### config.mk
export PLATFORM = sky130hd
export DESIGN_NAME = overwriting_ring_buffer
export DESIGN_NICKNAME = d
export VERILOG_FILES = /design/src/rtl/obr_pkg.sv /design/src/rtl/obr_ram.sv /design/src/rtl/overwriting_ring_buffer.sv
export VERILOG_INCLUDE_DIRS = /design/src /design/src/rtl
export SDC_FILE = /design/constraint.sdc
export NUM_CORES = 2
export LEC_CHECK = 0
export BUFFER_PORTS_ARGS = -buffer_cell sky130_fd_sc_hd__buf_2
export CAP_MARGIN = 20
export CORE_MARGIN = 10
export CORE_UTILIZATION = 45
export CTS_CLUSTER_SIZE = 25
export DETAILED_ROUTE_END_ITERATION = 12
export PLACE_DENSITY = 0.62
export SLEW_MARGIN = 20
export SYNTH_ARGS = -nofsm -noshare
export SYNTH_HDL_FRONTEND = slang
export SYNTH_SLANG_ARGS = --single-unit
### constraint.sdc
create_clock -name clk -period 5.9 [get_ports clk]
set_input_delay 0.295 -clock clk [delete_from_list [all_inputs] [get_ports clk]]
set_output_delay 0.295 -clock clk [all_outputs]
set_load 0.005 [all_outputs]
### src/rtl/overwriting_ring_buffer_macros.svh
// Assertion macros for the overwriting ring buffer.
`ifndef OVERWRITING_RING_BUFFER_MACROS_SVH
`define OVERWRITING_RING_BUFFER_MACROS_SVH

`ifndef SYNTH

`define OBR_ASSERT_IMP(label, clk, rst_n, a, b, msg) \
	label: assert property (@(posedge clk) disable iff (!(rst_n)) (a) |-> (b)) \
		else $error(msg);

`define OBR_ASSERT_NXT(label, clk, rst_n, a, b, msg) \
	label: assert property (@(posedge clk) disable iff (!(rst_n)) (a) |=> (b)) \
		else $error(msg);

`else

`define OBR_ASSERT_IMP(label, clk, rst_n, a, b, msg)

`define OBR_ASSERT_NXT(label, clk, rst_n, a, b, msg)

`endif

`endif

### src/rtl/obr_pkg.sv
// Package: field widths, operation codes and payload types of the ring buffer.
`timescale 1ns / 1ps
`default_nettype none

package obr_pkg;

	localparam int FUNC_W    = 2;
	localparam int ENTRY_W   = 64;
	localparam int COUNT_W   = 6;
	localparam int CFG_W     = 6;

	localparam int DEPTH_DEF      = 32;
	localparam int ENTRY_BITS_DEF = 64;

	localparam logic [CFG_W-1:0] RING_SIZE_RST = 6'd32;

	localparam logic [FUNC_W-1:0] FUNC_APPEND = 2'd0;
	localparam logic [FUNC_W-1:0] FUNC_REMOVE = 2'd1;
	localparam logic [FUNC_W-1:0] FUNC_LIST   = 2'd2;

	typedef struct packed {
		logic [FUNC_W-1:0]  func;
		logic [ENTRY_W-1:0] entry_data;
		logic [COUNT_W-1:0] remove_count;
	} obr_req_t;

	typedef struct packed {
		logic [ENTRY_W-1:0] entry_out;
		logic               last;
	} obr_rsp_t;

endpackage

`default_nettype wire

### src/rtl/obr_ram.sv
// Generic simple dual-port RAM, one write port, one registered read port.
`timescale 1ns / 1ps
`default_nettype none

module obr_ram #(
	parameter int WIDTH = 64,
	parameter int DEPTH = 32
) (
	input  wire logic                     clk,
	input  wire logic                     we,
	input  wire logic [$clog2(DEPTH)-1:0] waddr,
	input  wire logic [WIDTH-1:0]         wdata,
	input  wire logic                     re,
	input  wire logic [$clog2(DEPTH)-1:0] raddr,
	output logic      [WIDTH-1:0]         rdata
);

	logic [WIDTH-1:0] mem [DEPTH];

	always_ff @(posedge clk) begin
		if (we) begin
			mem[waddr] <= wdata;
		end
		if (re) begin
			rdata <= mem[raddr];
		end
	end

endmodule

`default_nettype wire

### src/rtl/overwriting_ring_buffer.sv
// Top level: overwriting ring buffer with slot RAM and listing sequencer.
//
// Channel   Direction  Handshake              Payload
// request   in         start && !busy         req (obr_req_t)
// result    out        rsp_valid, one cycle   rsp (obr_rsp_t)
// config    in         cfg_valid && cfg_ready cfg_data (ring size)
//
// Append and remove leave busy low; the next request is taken the cycle after.
// A list of N held entries reads one slot a cycle from the RAM read port and stays busy
// until the newest entry is read; each result follows its read in the next cycle (RAM latency).
// Reset empties the buffer at once; slot contents need no clearing.
// The receiver cannot stall; config is taken only with no request offered
// and no list or result pending.
`timescale 1ns / 1ps
`default_nettype none

`include "overwriting_ring_buffer_macros.svh"

module overwriting_ring_buffer #(
	parameter int DEPTH      = obr_pkg::DEPTH_DEF,
	parameter int ENTRY_BITS = obr_pkg::ENTRY_BITS_DEF
) (
	input  wire logic                     clk,
	input  wire logic                     arst_n,
	input  wire logic                     start,
	output logic                          busy,
	input  wire obr_pkg::obr_req_t        req,
	output logic                          rsp_valid,
	output obr_pkg::obr_rsp_t             rsp,
	input  wire logic                     cfg_valid,
	output logic                          cfg_ready,
	input  wire logic [obr_pkg::CFG_W-1:0] cfg_data
);

	localparam int IW = $clog2(DEPTH);
	localparam int SW = $clog2(DEPTH + 1);
	localparam int CW = (SW > obr_pkg::CFG_W) ? SW : obr_pkg::CFG_W;

	localparam logic ST_IDLE = 1'b0;
	localparam logic ST_LIST = 1'b1;

	logic                      state_q;
	logic [obr_pkg::CFG_W-1:0] ring_size_q;
	logic [IW-1:0]             head_q;
	logic [IW-1:0]             tail_q;
	logic                      empty_q;
	logic [IW-1:0]             rd_idx_q;
	logic                      valid_s1;
	logic                      last_s1;

	logic [SW-1:0]         size_c;
	logic                  accept;
	logic                  we;
	logic [IW-1:0]         waddr;
	logic                  re;
	logic [ENTRY_BITS-1:0] rdata;
	logic [IW-1:0]         nt_c;
	logic [SW-1:0]         held_c;
	logic [CW:0]           hsum_c;
	logic [CW:0]           hwrap_c;

	function automatic logic [IW-1:0] next_slot(input logic [IW-1:0] idx,
		input logic [SW-1:0] size);
		logic [SW-1:0] inc;
		inc = SW'(idx) + SW'(1);
		return (inc >= size) ? '0 : inc[IW-1:0];
	endfunction

	always_comb begin
		if (ring_size_q == '0) begin
			size_c = SW'(1);
		end else if (CW'(ring_size_q) > CW'(DEPTH)) begin
			size_c = SW'(DEPTH);
		end else begin
			size_c = SW'(ring_size_q);
		end
	end

	assign busy      = (state_q != ST_IDLE);
	assign cfg_ready = !busy && !start && !valid_s1;
	assign accept    = start && !busy;

	assign nt_c = next_slot(tail_q, size_c);

	always_comb begin
		if (tail_q >= head_q) begin
			held_c = SW'(tail_q) - SW'(head_q) + SW'(1);
		end else begin
			held_c = SW'(tail_q) + size_c - SW'(head_q) + SW'(1);
		end
		hsum_c  = (CW + 1)'(head_q) + (CW + 1)'(req.remove_count);
		hwrap_c = (hsum_c >= (CW + 1)'(size_c)) ? hsum_c - (CW + 1)'(size_c) : hsum_c;
	end

	assign we    = accept && (req.func == obr_pkg::FUNC_APPEND);
	assign waddr = empty_q ? '0 : nt_c;
	assign re    = (state_q == ST_LIST);

	obr_ram #(
		.WIDTH(ENTRY_BITS),
		.DEPTH(DEPTH)
	) u_slots (
		.clk  (clk),
		.we   (we),
		.waddr(waddr),
		.wdata(req.entry_data[ENTRY_BITS-1:0]),
		.re   (re),
		.raddr(rd_idx_q),
		.rdata(rdata)
	);

	always_ff @(posedge clk or negedge arst_n) begin
		if (!arst_n) begin
			state_q     <= ST_IDLE;
			ring_size_q <= obr_pkg::RING_SIZE_RST;
			head_q      <= '0;
			tail_q      <= '0;
			empty_q     <= 1'b1;
			rd_idx_q    <= '0;
			valid_s1    <= 1'b0;
			last_s1     <= 1'b0;
		end else begin
			valid_s1 <= re;
			last_s1  <= re && (rd_idx_q == tail_q);
			if (cfg_valid && cfg_ready) begin
				ring_size_q <= cfg_data;
				head_q      <= '0;
				tail_q      <= '0;
				empty_q     <= 1'b1;
			end else if (state_q == ST_LIST) begin
				if (rd_idx_q == tail_q) begin
					state_q <= ST_IDLE;
				end else begin
					rd_idx_q <= next_slot(rd_idx_q, size_c);
				end
			end else if (accept) begin
				case (req.func)
					obr_pkg::FUNC_APPEND: begin
						if (empty_q) begin
							head_q  <= '0;
							tail_q  <= '0;
							empty_q <= 1'b0;
						end else begin
							if (nt_c == head_q) begin
								head_q <= next_slot(nt_c, size_c);
							end
							tail_q <= nt_c;
						end
					end
					obr_pkg::FUNC_REMOVE: begin
						if (!empty_q && (req.remove_count != '0)) begin
							if (CW'(req.remove_count) >= CW'(held_c)) begin
								head_q  <= '0;
								tail_q  <= '0;
								empty_q <= 1'b1;
							end else begin
								head_q <= hwrap_c[IW-1:0];
							end
						end
					end
					obr_pkg::FUNC_LIST: begin
						if (!empty_q) begin
							state_q  <= ST_LIST;
							rd_idx_q <= head_q;
						end
					end
					default: begin
					end
				endcase
			end
		end
	end

	assign rsp_valid     = valid_s1;
	assign rsp.entry_out = obr_pkg::ENTRY_W'(rdata);
	assign rsp.last      = last_s1;

	`OBR_ASSERT_NXT(a_list_starts, clk, arst_n,
		accept && (req.func == obr_pkg::FUNC_LIST) && !empty_q, state_q == ST_LIST,
		"list of a non-empty buffer did not start")
	`OBR_ASSERT_NXT(a_last_ends, clk, arst_n, rsp_valid && rsp.last, !rsp_valid,
		"result follows the newest entry of a listing")
	`OBR_ASSERT_IMP(a_idx_range, clk, arst_n, !empty_q,
		(SW'(head_q) < size_c) && (SW'(tail_q) < size_c),
		"head or tail beyond ring size")
	`OBR_ASSERT_NXT(a_rsp_from_read, clk, arst_n, !re, !rsp_valid,
		"result without a slot read")

endmodule

`default_nettype wire

==> results summary <==
The maximum achievable frequency is 200.1 MHz. STA classifies the critical path endpoint as a flop. The worst setup path is launched from a flop. The final layout contains routed wiring with a total length of 203600 um. The critical path is of the reg -> reg type.

The post-synthesis cell count came out at 4164. The maximum net fanout on the critical path came out at 11. Post-CTS timing repair inserted 0 buffers for setup. The total number of clock tree sinks is 2137. Summed over all layers, the global routing overflow is 0.

After detailed routing, the number of vias per cell comes to 5.851. Once placement finished, the instance area stood at 88300 um2. The first global-routing pass estimated 297400 um of wire.

The aggregate global-route resource usage is 0.1962. The share of async-settable or async-resettable flops after synthesis came out at 0.01170. The top cell types in the final layout, fill and taps aside, are 2112 x sky130_fd_sc_hd__edfxtp_1, 329 x sky130_fd_sc_hd__mux2i_1, 327 x sky130_fd_sc_hd__mux4_2. The total number of yosys warnings came out at 0.

The placement row count came out at 158. The dominant synthesized flop cell is sky130_fd_sc_hd__edfxtp_1. The max-slew violation count is 0.

The number of top-level pins came out at 150. The count of filler cells inserted in the layout is 14.80k. The depth of the CTS H-tree came out at 4. Yosys mapped a number of flops with a built-in enable equal to 2112. The relative area change from synthesis to final layout came out at 14.08%. The worst endpoint required time came out at 6.68 ns.

The final layout contains 4619 nets. The flow ran to the end, and the final reports show no timing, DRC or antenna violations. The fraction of layout cells with a size suffix above 1 came out at 0.2258.

The number of distinct library cell variants in the gate-level netlist after synthesis came out at 61. The arrival time of data at the critical path endpoint is 5.77 ns. The transition at the pin with the smallest max-transition slack is 1.077 ns. The total power came out at 43.95 mW. The total area inside the core boundary comes to 185400 um2. The delay contributed by the slowest stage of the critical path is 0.65 ns. The tool flagged a number of max-cap violations equal to 0.

The residual antenna-violating net count after detailed routing came out at 0. Registers take 64070 um2. Traced cell by cell, the critical path runs through nand3_1 -> xnor2_2 -> inv_1 -> ha_1 -> a211oi_1 -> o2bb2ai_1 -> nor2_1 -> ha_1 -> inv_1 -> a211oi_1 -> a311oi_1 -> a31oi_1 -> ha_1 -> a21o_1 -> a211oi_1 -> and3b_1 -> a21oi_1 -> a31oi_1 -> mux2_2. Before antenna repair, the detailed router went through 5 iterations.

The number of buffers created by CTS is 211. The count of input and output buffers came out at 149. Measured on the finished design, the core utilization comes to 0.5159. The die is 451.7 um tall. TritonCTS built the clock tree. The via count of the first global-routing pass came out at 41.81k. The maximum number of pins on one net before global-route repair is 111. The detailed-route wire length per cell came out at 28.53 um. The number of resized instances in the post-cts repair step came out at 0. The clock-pin slew on the worst setup and hold paths is 0.07 ns.

The type of the most critical hold path is in -> async. For this run, design rule violations remaining after detail routing come to 0. Setup violations remaining at the end of the flow were counted as 0.

The largest vdd supply drop is 0.4952 mV. The synthesized netlist occupies a cell area of 83850 um2. The later-pin clock latency in the skew report came out at 0.85 ns.

The cell area power density came out at 459.5 nW/um2. Leaving out fill and tap cells, the most frequent cell in the layout is sky130_fd_sc_hd__edfxtp_1. The effective utilization at floorplan came out at 0.4522.

The area of the die came out at 204000 um2. The static power due to leakage is 31.01 nW. The register bit count reported by yosys is 2137. Synthesis produced a netlist with a net count of 4308. Summing all multi-input logic gate instances after layout gives 18830 um2. Hold is met by 0.04546 ns. The number of vias in the routed layout came out at 41.74k.

The die span in x is 451.7 um. The slowest stage of the critical path is the sky130_fd_sc_hd__dfrtp_1 cell. The number of DRC markers in iteration 0 is 4043. The setup clock skew after layout is 0.03077 ns.

The sequential cell area fraction in the yosys report came out at 0.7639. A synthesized cell averages 20.14 um2. Setup repair after global routing left no endpoint under its margin. The placer congestion estimate is 0.8123. Dividing the final minimum period by the clock period gives 0.8470. Summing all non-filler instances in the final layout gives an area of 95660 um2.

The number of buffers on the longest clock path is 3. The number of antenna violations at the first check in global routing was 7. The master cell of the clock root buffer is sky130_fd_sc_hd__clkbuf_16. Headroom to the max-slew limit came out at 0.2819. The placed wire-length estimate after detailed placement came out at 112800 um. The shortest clock period the worst path allows after layout came out at 4.997 ns. The total of hold buffers inserted after clock tree synthesis is 67.

The final count of hold timing violations came out at 0.
## power breakdown
part	switching, mW	total [mW]	internal (mW)
Sequential	0.528	17.8	17.3
Clock	5.65	13.0	7.32
Combinational	7.74	13.2	5.44
Total	13.9	44.0	30.0
## layout make-up
cell class	count	share of cell area
flip-flops and latches	2137	0.6698
multi-input cells	1762	0.1969
well taps	2480	0.03244
repair buffers	330	0.02964
clock inverters	124	0.01188
diodes	4	0.0001046
clock buffers	264	0.05794
inverters	33	0.001295
## sequential cells by signal, summed over array words and instances, names as in the netlist
| name | flops |
|---|---|
| tail_q | 5 |
| ring_size_q | 6 |
| u_slots.mem | 2048 |
| rd_idx_q | 5 |
| head_q | 5 |
| busy | 1 |
| u_slots.rdata | 64 |
| last_s1 | 1 |
| rsp_valid | 1 |
| empty_q | 1 |
## cells by family after synthesis
group,synth area share
DFF,0.7639
muxes,0.1438
AOI/OAI and AO/OA,0.04478
and+or+nand+nor,0.01965
buffers and inverters,0.01465
adders and majority gates,0.01006
xor gates and xnor gates,0.003238
## through the flow
step,setup TNS (ns),setup slack [ns],cells
finish,0,0.9029,7134
global route,0,0.4587,7133
CTS,0,0.9731,7130
detailed placement,0,0.9970,6675
global placement,0,0.9177,6675
floorplan,-68.39,-0.04520,4164
## synthesized netlist by cell type (all sizes together), types with 3 or more instances
cell | n | area [um2]
nand3 | 15 | 75.07
dfrtp | 23 | 575.6
o21ai | 151 | 759.5
mux4 | 327 | 7365
nand2b | 9 | 56.30
edfxtp | 2112 | 63420
nand2 | 156 | 585.6
a21oi | 89 | 445.4
a211oi | 6 | 45.04
ha | 53 | 663.1
nand4 | 4 | 25.02
a31oi | 9 | 62.56
o22ai | 18 | 112.6
xor2 | 12 | 123.9
or3 | 9 | 56.30
a21o | 11 | 82.58
mux2i | 329 | 3293
fa | 9 | 180.2
nor2b | 71 | 444.2
xnor2 | 16 | 147.7
mux2 | 124 | 1396
buf | 124 | 690.7
nor3 | 8 | 45.04
o311ai | 14 | 122.6
and2 | 4 | 25.02
o21a | 3 | 22.52
nor4 | 6 | 37.54
nand3b | 3 | 22.52
clkbuf | 108 | 414.1
or2 | 3 | 18.77
nor2 | 58 | 217.7
o221ai | 225 | 1971
inv | 33 | 123.9
## worst paths after layout
path,from,endpoint,slack [ns],cells after the start
min in group clk,req[35],u_slots.mem[10][29],0.05,1
hold reg to reg,ring_size_q[0],ring_size_q[0],0.54,1
hold / removal,arst_n,rd_idx_q[1],0.05,2
setup reg to reg,tail_q[2],head_q[4],0.90,19
setup / recovery,tail_q[2],head_q[4],0.90,19
max in group asynchronous,arst_n,rd_idx_q[2],5.34,2
## metal layers
metal,part of all wire,vias up,GRT usage,routed length [um]
met5,0,-,0,0
met2,0.49,1378,0.3189,99400
met4,0.022,0,0.04852,4461
li1,-,17930,-,-
met1,0.43,22180,0.2794,88230
met3,0.056,255,0.02994,11460
## critical path, delay by kind of cell, from the launching register on
kind,cells,cell delay (ns)
AOI/OAI and AO/OA,9,1.93
adders and majority gates,3,0.85
and+or+nand+nor,3,0.76
DFF,1,0.65
xor gates and xnor gates,1,0.36
buffers and inverters,2,0.23
muxes,1,0.17
(Power assumes the default switching activity.)
